## src/i2rd_pkg.sv

```systemverilog
// shared types, constants and helper functions for the radix digit converter
`default_nettype none

package i2rd_pkg;

	// fixed field widths
	localparam int unsigned VALUE_IN_W = 64;
	localparam int unsigned RADIX_W    = 6;
	localparam int unsigned CHAR_W     = 7;

	// radix limits and reset value
	localparam logic [RADIX_W-1:0] RADIX_MIN   = 6'd2;
	localparam logic [RADIX_W-1:0] RADIX_MAX   = 6'd36;
	localparam logic [RADIX_W-1:0] RADIX_RESET = 6'd10;

	// ascii anchors
	localparam logic [CHAR_W-1:0] ASCII_ZERO = 7'd48;
	localparam logic [CHAR_W-1:0] ASCII_A    = 7'd65;
	localparam logic [RADIX_W-1:0] DEC_DIGITS = 6'd10;

	// controller states
	typedef enum logic [2:0] {
		ST_IDLE,
		ST_DIV,
		ST_STORE,
		ST_READ,
		ST_EMIT
	} i2rd_state_t;

	// commands from controller to datapath
	typedef struct packed {
		logic load;
		logic div_step;
		logic store;
		logic read;
		logic emit;
	} i2rd_cmd_t;

	// status from datapath to controller
	typedef struct packed {
		logic div_last;
		logic quot_zero;
		logic digits_full;
		logic read_last;
	} i2rd_status_t;

	// saturate the radix register to the supported bases
	function automatic logic [RADIX_W-1:0] clamp_radix(input logic [RADIX_W-1:0] r);
		logic [RADIX_W-1:0] res;
		res = r;
		if (r < RADIX_MIN) begin
			res = RADIX_MIN;
		end else if (r > RADIX_MAX) begin
			res = RADIX_MAX;
		end
		return res;
	endfunction

	// digit value to ascii character
	function automatic logic [CHAR_W-1:0] to_ascii(input logic [RADIX_W-1:0] d);
		logic [CHAR_W-1:0] res;
		if (d < DEC_DIGITS) begin
			res = ASCII_ZERO + {1'b0, d};
		end else begin
			res = ASCII_A + {1'b0, d} - {1'b0, DEC_DIGITS};
		end
		return res;
	endfunction

endpackage

`default_nettype wire

```

## src/i2rd_ctrl.sv

```systemverilog
// controller state machine sequencing division, digit store and emission
`default_nettype none

module i2rd_ctrl (
	input  wire logic                  clk,
	input  wire logic                  arst_n,
	input  wire logic                  start,
	input  wire i2rd_pkg::i2rd_status_t st,
	output i2rd_pkg::i2rd_cmd_t        cmd,
	output logic                       busy
);
	import i2rd_pkg::*;

	i2rd_state_t state_q;
	i2rd_state_t state_d;

	// state register
	always_ff @(posedge clk or negedge arst_n) begin
		if (!arst_n) begin
			state_q <= ST_IDLE;
		end else begin
			state_q <= state_d;
		end
	end

	// next state and commands
	always_comb begin
		state_d = state_q;
		cmd     = '0;
		case (state_q)
			ST_IDLE: begin
				if (start) begin
					cmd.load = 1'b1;
					state_d  = ST_DIV;
				end
			end
			ST_DIV: begin
				cmd.div_step = 1'b1;
				if (st.div_last) begin
					state_d = ST_STORE;
				end
			end
			ST_STORE: begin
				cmd.store = 1'b1;
				if (st.quot_zero || st.digits_full) begin
					state_d = ST_READ;
				end else begin
					state_d = ST_DIV;
				end
			end
			ST_READ: begin
				cmd.read = 1'b1;
				state_d  = ST_EMIT;
			end
			ST_EMIT: begin
				cmd.emit = 1'b1;
				if (st.read_last) begin
					state_d = ST_IDLE;
				end else begin
					state_d = ST_READ;
				end
			end
			default: begin
				state_d = ST_IDLE;
			end
		endcase
	end

	assign busy = (state_q != ST_IDLE);

endmodule

`default_nettype wire

```

## src/i2rd_dpath.sv

```systemverilog
// datapath: radix register, bit-serial divider, digit memory and read pointer
`default_nettype none

module i2rd_dpath #(
	parameter int unsigned VALUE_WIDTH = 64,
	parameter int unsigned MAX_DIGITS  = 64
) (
	input  wire logic                                  clk,
	input  wire logic                                  arst_n,
	input  wire logic                                  radix_we,
	input  wire logic [i2rd_pkg::RADIX_W-1:0]          radix_wdata,
	input  wire logic [i2rd_pkg::VALUE_IN_W-1:0]       value,
	input  wire i2rd_pkg::i2rd_cmd_t                   cmd,
	output i2rd_pkg::i2rd_status_t                     st,
	output logic [i2rd_pkg::CHAR_W-1:0]                digit_char
);
	import i2rd_pkg::*;

	localparam int unsigned BIT_W = $clog2(VALUE_WIDTH);
	localparam int unsigned IDX_W = $clog2(MAX_DIGITS);
	localparam int unsigned CNT_W = $clog2(MAX_DIGITS + 1);

	logic [RADIX_W-1:0]     radix_q;
	logic [RADIX_W-1:0]     base_q;
	logic [VALUE_WIDTH-1:0] quot_q;
	logic [RADIX_W-1:0]     rem_q;
	logic [BIT_W-1:0]       bit_cnt_q;
	logic [CNT_W-1:0]       n_q;
	logic [IDX_W-1:0]       rd_idx_q;
	logic [RADIX_W-1:0]     rd_data_q;
	logic [RADIX_W-1:0]     mem [MAX_DIGITS];

	logic [RADIX_W:0]       shifted;
	logic [RADIX_W:0]       diff;
	logic                   q_bit;

	// radix configuration register
	always_ff @(posedge clk or negedge arst_n) begin
		if (!arst_n) begin
			radix_q <= RADIX_RESET;
		end else if (radix_we) begin
			radix_q <= radix_wdata;
		end
	end

	// one restoring division step: shift in the next dividend bit, trial subtract
	assign shifted = {rem_q, quot_q[VALUE_WIDTH-1]};
	assign diff    = shifted - {1'b0, base_q};
	assign q_bit   = (shifted >= {1'b0, base_q});

	// step and digit counters
	always_ff @(posedge clk or negedge arst_n) begin
		if (!arst_n) begin
			bit_cnt_q <= '0;
			n_q       <= '0;
		end else begin
			if (cmd.load) begin
				bit_cnt_q <= '0;
				n_q       <= '0;
			end else if (cmd.div_step) begin
				bit_cnt_q <= bit_cnt_q + 1'b1;
			end else if (cmd.store) begin
				bit_cnt_q <= '0;
				n_q       <= n_q + 1'b1;
			end
		end
	end

	// dividend, quotient, remainder and read pointer
	always_ff @(posedge clk) begin
		if (cmd.load) begin
			base_q <= clamp_radix(radix_q);
			quot_q <= value[VALUE_WIDTH-1:0];
			rem_q  <= '0;
		end else if (cmd.div_step) begin
			quot_q <= {quot_q[VALUE_WIDTH-2:0], q_bit};
			rem_q  <= q_bit ? diff[RADIX_W-1:0] : shifted[RADIX_W-1:0];
		end else if (cmd.store) begin
			rem_q    <= '0;
			rd_idx_q <= n_q[IDX_W-1:0];
		end else if (cmd.emit) begin
			rd_idx_q <= rd_idx_q - 1'b1;
		end
	end

	// digit memory, least significant digit in entry zero
	always_ff @(posedge clk) begin
		if (cmd.store) begin
			mem[n_q[IDX_W-1:0]] <= rem_q;
		end
		if (cmd.read) begin
			rd_data_q <= mem[rd_idx_q];
		end
	end

	// status back to the controller
	assign st.div_last    = (bit_cnt_q == BIT_W'(VALUE_WIDTH - 1));
	assign st.quot_zero   = (quot_q == '0);
	assign st.digits_full = (n_q == CNT_W'(MAX_DIGITS - 1));
	assign st.read_last   = (rd_idx_q == '0);

	assign digit_char = to_ascii(rd_data_q);

endmodule

`default_nettype wire

```

## src/integer_to_radix_digits_core.sv

```systemverilog
// top level of the integer to radix digit string converter
// Usage:
//   Set the radix with radix_we/radix_wdata while the block is idle; values
//   outside 2..36 saturate to the nearest supported base. Reset gives radix 10.
//   A request is taken on a rising edge where start is high and busy is low.
//   The low VALUE_WIDTH bits of value are divided by the radix again and
//   again, one quotient bit per cycle in a shared restoring divider, with a
//   store step after each digit; up to MAX_DIGITS digits are kept.
//   The digits are then read back from a small memory most significant first
//   and shown on digit_char, one memory read before each digit_valid strobe;
//   digit_valid is high for one cycle per digit and last_digit marks the
//   least significant one. Zero gives '0'. A request keeps busy high until
//   its last digit is shown, and the first digit appears only after all
//   digits have been found. The receiver cannot stall: every strobed digit
//   must be taken. Reset is asynchronous and returns the controller to idle
//   at once.
`default_nettype none

module integer_to_radix_digits_core #(
	parameter int unsigned VALUE_WIDTH = 64,
	parameter int unsigned MAX_DIGITS  = 64
) (
	input  wire logic                              clk,
	input  wire logic                              arst_n,
	input  wire logic                              radix_we,
	input  wire logic [i2rd_pkg::RADIX_W-1:0]      radix_wdata,
	input  wire logic                              start,
	input  wire logic [i2rd_pkg::VALUE_IN_W-1:0]   value,
	output logic                                   busy,
	output logic                                   digit_valid,
	output logic [i2rd_pkg::CHAR_W-1:0]            digit_char,
	output logic                                   last_digit
);
	import i2rd_pkg::*;

	i2rd_cmd_t    cmd;
	i2rd_status_t st;

	// sequencing
	i2rd_ctrl u_ctrl (
		.clk    (clk),
		.arst_n (arst_n),
		.start  (start),
		.st     (st),
		.cmd    (cmd),
		.busy   (busy)
	);

	// arithmetic and digit storage
	i2rd_dpath #(
		.VALUE_WIDTH (VALUE_WIDTH),
		.MAX_DIGITS  (MAX_DIGITS)
	) u_dpath (
		.clk         (clk),
		.arst_n      (arst_n),
		.radix_we    (radix_we),
		.radix_wdata (radix_wdata),
		.value       (value),
		.cmd         (cmd),
		.st          (st),
		.digit_char  (digit_char)
	);

	// result strobe and final digit flag
	assign digit_valid = cmd.emit;
	assign last_digit  = cmd.emit & st.read_last;

endmodule

`default_nettype wire

```

## config.mk

```make
export PLATFORM = sky130hd
export DESIGN_NAME = integer_to_radix_digits_core
export DESIGN_NICKNAME = d
export VERILOG_FILES = /design/src/i2rd_pkg.sv /design/src/i2rd_ctrl.sv /design/src/i2rd_dpath.sv /design/src/integer_to_radix_digits_core.sv
export SDC_FILE = /design/constraint.sdc
export NUM_CORES = 1
export LEC_CHECK = 0
export BUFFER_PORTS_ARGS = -buffer_cell sky130_fd_sc_hd__buf_2
export CAP_MARGIN = 20
export CORE_MARGIN = 4
export CORE_UTILIZATION = 55
export CTS_BUF_LIST = sky130_fd_sc_hd__clkbuf_4 sky130_fd_sc_hd__clkbuf_8 sky130_fd_sc_hd__clkbuf_16
export CTS_CLUSTER_SIZE = 16
export DETAILED_ROUTE_END_ITERATION = 8
export GPL_TIMING_DRIVEN = 0
export MAX_ROUTING_LAYER = met4
export PLACE_DENSITY = 0.75
export SYNTH_ARGS = -nofsm -noshare
export SYNTH_HDL_FRONTEND = slang
export SYNTH_SLANG_ARGS = --single-unit
```

## constraint.sdc

```tcl
create_clock -name clk -period 3 [get_ports clk]
set_clock_uncertainty 0.05 [all_clocks]
set_input_delay 0.45 -clock clk [delete_from_list [all_inputs] [get_ports clk]]
set_output_delay 0.45 -clock clk [all_outputs]
set_load 0.02 [all_outputs]
```

== Word level (Yosys, flattened, before mapping) ==
Memory sizes are Yosys's and may differ from the RTL's. A register that Yosys moved wholly into a read port is not among the register bits.
Index checks and enable logic that the tools add are counted.

* Register bits after elaboration: 104
* Memory bits (writable): 384
* Bits of input ports: 74
* Output and inout bits: 10
* Logic and storage cells: 74
* Memories kept: 1

{| class="wikitable"
|+ Memories
! memory !! depth !! width !! read ports !! clocked after memory_dff !! wr ports !! RTL line !! text
|-
| u_dpath.mem || 64 || 6 || 1 || 1 || 1 || i2rd_dpath.sv:31 || <nowiki>logic [RADIX_W-1:0] mem [MAX_DIGITS];</nowiki>
|}

* Add/subtract/negate cells: 7
* $lt $le $gt $ge: 4
* Eq/ne operators: 9
* Mux-type cells: 27
* Bitwise operators: 3
* Reduce and logical (&&, ||, !) cells: 14

{| class="wikitable"
|+ Operator list
! kind !! count
|-
| two-way mux 64 bit || 2
|-
| logical NOT 64 bit || 1
|-
| two-way mux 6 bit || 8
|-
| two-way mux 7 bit || 4
|-
| one-hot mux 3 bit (5 select lines) || 1
|-
| two-way mux 1 bit || 8
|-
| nonzero test 2 bit || 4
|-
| adder 6 x 6 -> 7 bit, first input constant || 1
|-
| adder 7 x 1 -> 7 bit, second input constant || 1
|-
| adder 7 x 6 -> 7 bit, first input constant || 1
|-
| equality test 7 x 6 -> 1 bit, second input constant || 1
|-
| greater-or-equal comparator 7 x 6 -> 1 bit || 1
|-
| subtractor 7 x 4 -> 7 bit, second input constant || 1
|-
| adder 6 x 1 -> 6 bit, second input constant || 1
|-
| equality test 3 x 2 -> 1 bit, second input constant || 2
|-
| equality test 6 bit, second input constant || 1
|-
| > comparator 6 bit, second input constant || 1
|-
| logical NOT 6 bit || 1
|-
| < comparator 6 x 2 -> 1 bit, second input constant || 1
|-
| < comparator 6 x 4 -> 1 bit, second input constant || 1
|-
| two-way mux 3 bit || 2
|-
| nonzero test 3 bit || 2
|-
| subtractor 6 x 1 -> 6 bit, second input constant || 1
|-
| subtractor 6 bit || 1
|-
| 12 further kinds || 16
|}

== Longest topological paths before layout ==
Gate-level depths: netlist of the first run.

* Depth after elaboration: 5
* Gate-level depth with buffers: 8

== By module ==
Synthesis of the first run repeated with hierarchy kept, for this count alone.

* Cells, all modules: 1182
* Area, all modules: 20520.9 um^2

{| class="wikitable"
|+ By module, submodules not included
! module !! instances !! cells each !! area an instance (um^2)
|-
| i2rd_dpath || 1 || 1157 || 20319.5
|-
| i2rd_ctrl || 1 || 24 || 195.2
|-
| integer_to_radix_digits_core || 1 || 1 || 6.3
|}

== Least setup slack after synthesis of the first run ==
OpenSTA, ideal clock, no wires.

* Kind: reg2reg
* From: register u_ctrl.state_q[0]
* To: register u_dpath.quot_q[0], enable pin
* Arrival: 2353 ps
* Data required time: 2526 ps
* Setup slack: 173 ps
* Stages on the path, launching flop included: 5
* Clock period less this slack: 2827 ps
* Path through: dfrtp_1 nor3_1 nand2_1 clkbuf_1 nand2_1

* Longest elaborated chain between the ends: 3
* Elaborated cells between the ends (all ways): 5
* Classes of those cells: eq/ne: 1; mux: 2; reduce/logical: 2

{| class="wikitable"
|+ RTL lines
! item !! RTL line !! text
|-
| start: declaration || i2rd_ctrl.sv:14 || <nowiki>i2rd_state_t state_q;</nowiki>
|-
| start signal: assignment || i2rd_ctrl.sv:22 || <nowiki>state_q <= state_d;</nowiki>
|-
| equality test 3 x 1 -> 1 bit / logical NOT 3 bit (equally long branches) || i2rd_ctrl.sv:30 || <nowiki>case (state_q)</nowiki>
|-
| two-way mux 1 bit || i2rd_ctrl.sv:30 ||
|-
| nonzero test 2 bit (no source line) * || - ||
|-
| end signal: assignment || i2rd_dpath.sv:73 || <nowiki>quot_q <= value[VALUE_WIDTH-1:0];</nowiki>
|-
| end signal: assignment || i2rd_dpath.sv:76 || <nowiki>quot_q <= {quot_q[VALUE_WIDTH-2:0], q_bit};</nowiki>
|-
| end: declaration || i2rd_dpath.sv:25 || <nowiki>logic [VALUE_WIDTH-1:0] quot_q;</nowiki>
|}

Every way passes the cells marked *; elsewhere a longest branch is shown, timed or not.
A chain may end at the register's enable or synchronous reset.

== Worst setup path after layout of the first run ==
* From: register u_ctrl.state_q[1]
* To: memory u_dpath.mem[42][1], enable pin

* Longest elaborated chain between the ends: 4

{| class="wikitable"
|+ RTL lines
! item !! RTL line !! text
|-
| equality test 3 x 2 -> 1 bit || i2rd_ctrl.sv:30 ||
|-
| two-way mux 1 bit || i2rd_ctrl.sv:30 ||
|-
| two-way mux 1 bit || i2rd_dpath.sv:88 || <nowiki>if (cmd.store) begin</nowiki>
|-
| two-way mux 1 bit (implied by the code) || i2rd_dpath.sv:89 || <nowiki>mem[n_q[IDX_W-1:0]] <= rem_q;</nowiki>
|-
| end: declaration || i2rd_dpath.sv:31 ||
|}

Every way passes these cells.

==> reports/metrics.yaml, run 1 <==
power:
  ir_drop_mv: 0.405
  powerDensity_mw_per_mm2: 596
  swShare_pct: 18.5
  power_frac_seq_pct: 53.8
  finalPower_uw: 13800
  clockPowerShare_pct: 45.6
  power_switching_uw: 2560
  p_leak_uw: 0.00781
  pwr-share-comb_pct: 0.6
  internal_power_uw: 11300
setup_path:
  cpLargestDelayFamily: "simple AND/OR/NAND/NOR gates"
  path_buf_inv: 1
  crit_path_end_kind: "flip-flop"
  cpMaxStageDelayCell: "nor2_1"
  crit_type: "flip-flop to flip-flop"
  cp-start-kind: "flip-flop"
  slowest_delay_ns: 0.64
  startpoint: "u_ctrl.state_q[1]$_DFFE_PN0P_"
  cp_max_fo: 10
  worstPathRequired_ns: 3.15
  r2r-start: "u_ctrl.state_q[1]$_DFFE_PN0P_"
  crit_arrival_ns: 3.10
  crit_chain: "clkbuf_1 > nand2_1 > nor2_1 > nand2_1 > nor2_1"
yosys:
  synth_top_cell_by_area: "edfxtp_1"
  syn_avg_cell_area_um2: 16.2
  syn_nets: 1340
  netlist_area_mm2: 0.0203
  syn_inst: 1253
  synth-edff-count: 466
  ys_seq_area_share_pct: 72.1
  ys_async_sr_fraction_pct: 4.45
  synth_top_area_share_pct: 68.8
  ys_warn_count: 0
  ys.flop_type: "edfxtp_1"
  synth_top_cells_by_area: "edfxtp_1 (69%), mux4_2 (9.2%), nand2_1 (4.3%)"
  yosys_register_bits: 494
  ys_types: 62
clock_network:
  clk_pin_slew_ns: 0.06
  clk_latency_ns: 0.57
  cts_tree: "done"
  numCtsBuffers: 48
  cts.sinks: 494
  htreeDepth: 2
  cts_buffer_depth: 3
  root_buffer: "clkbuf_16"
die:
  ios: 84
  core_mm2: 0.0365
  die_w_um: 200
  start_util_pct: 55.7
  row_count: 70
  die_h_um: 200
  die-area_mm2: 0.0401
min_path:
  hp-class: "input port to flip-flop"
  worstHoldStart: "radix_wdata[5]"
drt:
  vias: 11700
  drc: 0
  drt-pass1-iter-count: 8
  drt_wl_total_um: 45700
  via_per_inst: 6.15
  ant_nets: 0
  wl_per_cell_um: 24.1
  drt_iter0_markers: 1403
timing:
  slew_violations: 0
  rsz0062_at_grt: "true"
  slew_headroom_pct: 42.4
  final_hold_viol_count: 0
  setup_viol: 0
  finalCritPeriodShare_pct: 98.2
  tightestPinTransition_ns: 0.858
  timing.final.crit_period_ns: 2.94
  max_freq_ghz: 0.340
layout:
  final_common_cell: "edfxtp_1"
  mostFrequentLayoutCells: "edfxtp_1 (466), nand2_1 (231), buf_2 (94)"
  drive_above_1_share_pct: 23.0
  syn_to_final_growth_pct: 14.2
  n_antenna_cell: 0
  fin_area_mm2: 0.0232
  final_nets: 1479
  fill_cells: 2519
place:
  postPlaceCellArea_mm2: 0.0215
  port_buffers: 82
  gp_congestion: 0.872
  post-dp-hpwl_um: 30800
run_status:
  status: "complete, no violations"
global_routing:
  grt_first_pass_wirelength_um: 70000
  antenna_found_initial: 0
  grt_max_degree: 52
  grt_usage_pct: 23.5
  grt_pass1_vias: 11700
  grt_remaining_overflow: 0
run:
  drv_cap: 0
-- path summary, 6_finish.rpt --
kind / endpoint / slack (ns) / cells after the start
max in group asynchronous: u_dpath.radix_q[1]$_DFFE_PN1P_ / 2.16 / 2
hold / removal: u_dpath.radix_q[5]$_DFFE_PN0P_ / 0.06 / 3
setup / recovery: u_dpath.mem[42][1]$_DFFE_PP_ / 0.06 / 5
hold reg to reg: u_dpath.bit_cnt_q[2]$_DFFE_PN0P_ / 0.46 / 1
min in group asynchronous: u_dpath.n_q[3]$_DFFE_PN0P_ / 0.37 / 2
setup reg to reg: u_dpath.mem[42][1]$_DFFE_PP_ / 0.06 / 5
-- sequential cells by signal, summed over array words and instances (netlist names) --
register / cells
u_ctrl.state_q: 3
u_dpath.base_q: 6
u_dpath.bit_cnt_q: 6
u_dpath.mem: 384
u_dpath.n_q: 7
u_dpath.quot_q: 64
u_dpath.radix_q: 6
u_dpath.rd_data_q: 6
u_dpath.rd_idx_q: 6
u_dpath.rem_q: 6
-- power by group through the flow --
stage | registers, uW | logic, uW | clock network [uW]
finish | 7450 | 77.7 | 6310
global route | 7440 | 87.4 | 6720
CTS | 7450 | 77.7 | 6380
detailed placement | 7590 | 75.9 | 0
global placement | 7590 | 74.2 | 0
floorplan | 7590 | 19.5 | 0
-- cells by family after synthesis --
logic type	count (synthesis)	synth area share (%)
adder cells (fa/ha/maj)	14	0.886
flip-flops	494	72.1
multiplexers	106	11.1
buffers and inverters	84	2.20
AND/OR/NAND/NOR	420	9.09
XOR/XNOR	17	0.732
AO/OA/AOI/OAI	118	3.88
-- through the flow --
step           setup TNS (ns)  util, %  worst slack (ns)  std cells  hold WS (ns)
5_1_grt                -12.05     63.6            -0.183       1897        0.0684
4_1_cts                     0     63.5            0.0145       1897        0.0387
3_5_place_dp                0     58.9            0.0931       1810         0.401
6_report                    0     63.6            0.0553       1897        0.0582
3_3_place_gp           -44.55     58.4            -0.859       1803         0.405
2_1_floorplan               0        -             0.173       1253         0.104
-- synth_stat cells (7+ instances only) --
master	n
buf_2	15
xor2_1	7
buf_6	7
clkbuf_1	32
a21oi_1	12
nor2b_1	13
o22ai_1	30
o21ai_0	26
inv_1	17
dfrtp_1	20
nand3_1	12
xnor2_1	10
nor3_1	10
nand4_1	10
mux4_2	83
nor2_1	81
nand2b_1	7
nand2_1	232
ha_1	12
mux2_2	9
nor4_1	24
mux4_1	9
edfxtp_1	466
-- tightest hold or removal path, cell delays in order --
cell and delay (ns):
buf_2 0.08, nand2_1 0.04, o21ai_0 0.06
-- per-layer routing --
| layer | track usage (%) | vias to the layer above | part of all wire, % | wire length [um] |
|---|---|---|---|---|
| met2 | 37.5 | 642 | 49 | 22400 |
| met5 | - | - | 0 | 0 |
| met3 | 5.10 | 106 | 9.9 | 4520 |
| met4 | 6.59 | 0 | 3.0 | 1380 |
| met1 | 31.3 | 5786 | 38 | 17400 |
| li1 | - | 5140 | - | - |
-- cell type report --
type                    count  area (um2)  area share [%]
flip-flops and latches    494       14700            63.2
multi-input cells         675        5280            22.7
clock buffers              55        1290            5.57
well taps                 468         586            2.52
repair buffers             90         578            2.49
plain buffers              65         377            1.62
clock inverters            32         374            1.61
inverters                  18        67.6           0.291
-- timing repair --
action | in CTS | in global routing
endpoints found under the hold margin | 20 | 0
hold buffers | 1 | 0
cloned | 0 | 0
pin swaps | 0 | 0
buffers inserted | 0 | 0
setup endpoints to repair | 1 | 161
resized for setup | 1 | 18
Note: power is estimated with default switching activity, not from simulation.
==> run 2, diff against run 1 <==
--- a/config.mk
+++ b/config.mk
@@ -9,12 +9,13 @@
 export CAP_MARGIN = 20
 export CORE_MARGIN = 4
 export CORE_UTILIZATION = 55
-export CTS_BUF_LIST = sky130_fd_sc_hd__clkbuf_4 sky130_fd_sc_hd__clkbuf_8 sky130_fd_sc_hd__clkbuf_16
+export CTS_BUF_LIST = sky130_fd_sc_hd__clkbuf_16
 export CTS_CLUSTER_SIZE = 16
 export DETAILED_ROUTE_END_ITERATION = 8
 export GPL_TIMING_DRIVEN = 0
 export MAX_ROUTING_LAYER = met4
 export PLACE_DENSITY = 0.75
+export RECOVER_POWER = 100
 export SYNTH_ARGS = -nofsm -noshare
 export SYNTH_HDL_FRONTEND = slang
 export SYNTH_SLANG_ARGS = --single-unit
==> run 2 against run 1 <==
The run now ends with capacitance limit, slew limit, setup timing left. Cell count unchanged. Die area unchanged. Sequential power about the same. Sequential share of layout area up 0.33 points. Count of clock-buffer cells in the layout down 5. Worst hold slack better by 0.0036 ns. Critical path type is now flip-flop to primary output. Largest cell class unchanged.
==> reports/metrics.yaml, run 2 (synthesis gave the netlist of run 1 again) <==
run_status:
  status: "finished with violations"
  violations: "capacitance limit, slew limit, setup timing"
clock_network:
  cts_tree: "done"
  cts_setup_buffers: 0  # unchanged
  clk_latency_ns: 0.57  # about the same
  cts.sinks: 494  # unchanged
  cts_buffer_depth: 3  # unchanged
  clk_pin_slew_ns: 0.06  # about the same
  root_buffer: "clkbuf_16"
  htreeDepth: 2  # unchanged
  numCtsBuffers: 48  # unchanged
power:
  ir_drop_mv: 0.405  # +0.12%
  p_leak_uw: 0.00774  # -0.89%
  powerDensity_mw_per_mm2: 595  # about the same
drt:
  drc: 0  # unchanged
  ant_nets: 0  # unchanged
  vias: 11700  # -0.21%
  drt_iter0_markers: 1362  # -2.9%
  wl_per_cell_um: 24.0  # -0.44%
  drt-pass1-iter-count: 6  # -2
  drt_wl_total_um: 45500  # -0.44%
  via_per_inst: 6.14  # -0.21%
timing:
  setup-tns-final_ns: -0.0637  # -0.0637 ns
  tightestPinTransition_ns: 1.59  # +0.729 ns
  finalCritPeriodShare_pct: 102  # +4.0 points
  rsz0062_at_grt: "true"
  max_freq_ghz: 0.326  # -3.9%
  final_hold_viol_count: 0  # unchanged
  slew_violations: 37  # +37
  finalWorstSetupSlack_ns: -0.0637  # -0.119 ns
  setup_viol: 1  # +1
  fin_hold_ws_ns: 0.0618  # +0.00361 ns
  slew_headroom_pct: -5.77  # -48 points
  timing.final.crit_period_ns: 3.06  # +0.119 ns
setup_path:
  crit_type: "flip-flop to primary output"
  crit_path_end_kind: "primary output"
  slowest_delay_ns: 0.44  # -0.20 ns
  r2r-start: "u_ctrl.state_q[1]$_DFFE_PN0P_"
  cp_max_fo: 19  # +9
  worstPathRequired_ns: 2.50  # -0.65 ns
  crit_arrival_ns: 2.56  # -0.54 ns
  reg2reg_depth: 5  # unchanged
  startpoint: "u_dpath.rd_idx_q[1]$_DFFE_PP_"
  cp-start-kind: "flip-flop"
  crit_chain: "buf_2 > clkbuf_2 > inv_1 > ha_1 > nand2_1 > nor4_1 > buf_4"
  cpMaxStageDelayCell: "clkbuf_2"
layout:
  final_nets: 1479  # unchanged
  fin_cells: 1897  # unchanged
  mostFrequentLayoutCells: "edfxtp_1 (466), nand2_1 (232), mux4_2 (83)"
  n_antenna_cell: 0  # unchanged
  largest_reg_flops: 384  # unchanged
  drive_above_1_share_pct: 21.3  # -1.7 points
  final_common_cell: "edfxtp_1"
  syn_to_final_growth_pct: 13.6
  fin_area_mm2: 0.0231  # -0.55%
  fill_cells: 2545  # +1.0%
place:
  dpl_worst_slack_ns: 0.0931  # unchanged
  post-dp-hpwl_um: 30800  # unchanged
  placedCellCount: 1810  # unchanged
  gp_congestion: 0.872  # unchanged
  postPlaceCellArea_mm2: 0.0215  # unchanged
  port_buffers: 82  # unchanged
min_path:
  worstHoldStart: "radix_wdata[5]"
  hp-class: "input port to flip-flop"
  hold_depth: 3  # unchanged
global_routing:
  grt_usage_pct: 23.3  # -0.21 points
  grt_pass1_vias: 11600  # -0.50%
  grt_remaining_overflow: 0  # unchanged
  antenna_found_initial: 0  # unchanged
  grt_max_degree: 52  # unchanged
  grt_first_pass_wirelength_um: 69400  # -0.74%
die:
  die-area_mm2: 0.0401  # unchanged
  ios: 84  # unchanged
  row_count: 70  # unchanged
  die_h_um: 200  # unchanged
  core_mm2: 0.0365  # unchanged
  die_w_um: 200  # unchanged
  start_util_pct: 55.7  # unchanged
run:
  drv_cap: 1  # +1
## run 2: where the power goes
group	switching, uW	internal [uW]	leakage [uW]
sequential	7.59	7440	0.00455
clock	2520	3710	0.000832
combinational	30.7	46.6	0.00236
total	2560	11200	0.00774
## run 2: timing repair
| action | 4_1_cts | 5_1_grt |
|---|---|---|
| endpoints found under the setup margin | 1 | 109 |
| hold buffers | 1 | 0 |
| endpoints found under the hold margin | 20 | 0 |
| cloned | 0 | 0 |
| resized for setup | 1 | 17 |
## run 2: worst paths after layout
path,slack (ns),to
max,-0.06,last_digit
min,0.06,u_dpath.radix_q[5]$_DFFE_PN0P_
max reg2reg,0.05,u_dpath.mem[58][2]$_DFFE_PP_
min reg2reg,0.46,u_dpath.bit_cnt_q[2]$_DFFE_PN0P_
max in group asynchronous,1.46,u_ctrl.state_q[1]$_DFFE_PN0P_
min in group asynchronous,0.67,u_dpath.n_q[3]$_DFFE_PN0P_
## run 2: routing by layer
layer,track usage (%),up-vias,routed length (um)
met5,-,-,0
met4,6.27,0,1290
met3,4.71,88,4050
met1,31.5,5823,17900
li1,-,5128,-
met2,37.1,611,22300
## run 2: layout make-up
cell class                      instances  area, um2  share of cell area (%)
Timing Repair Buffer                   90        490                    2.12
Tap cell                              468        586                    2.53
Sequential cell                       494      14700                    63.5
Clock inverter                         37        393                    1.70
Inverter                               18       67.6                   0.292
Multi-Input combinational cell        675       5270                    22.8
Clock buffer                           50       1250                    5.42
Buffer                                 65        372                    1.61
## run 2: stage by stage
stage / util, % / power [uW]
after floorplan: - / 7610
after global placement: 58.4 / 7670
after detailed placement: 58.9 / 7670
after CTS: 63.4 / 13800
after global routing: 63.3 / 14200
final: 63.3 / 13800
## run 2: worst max-delay path, delay by kind of cell, from the launching register on
family | cells | cell delay, ns
simple gates | 2 | 0.34
fa+ha+maj | 1 | 0.23
flops | 1 | 0.38
buf+inv | 4 | 1.03
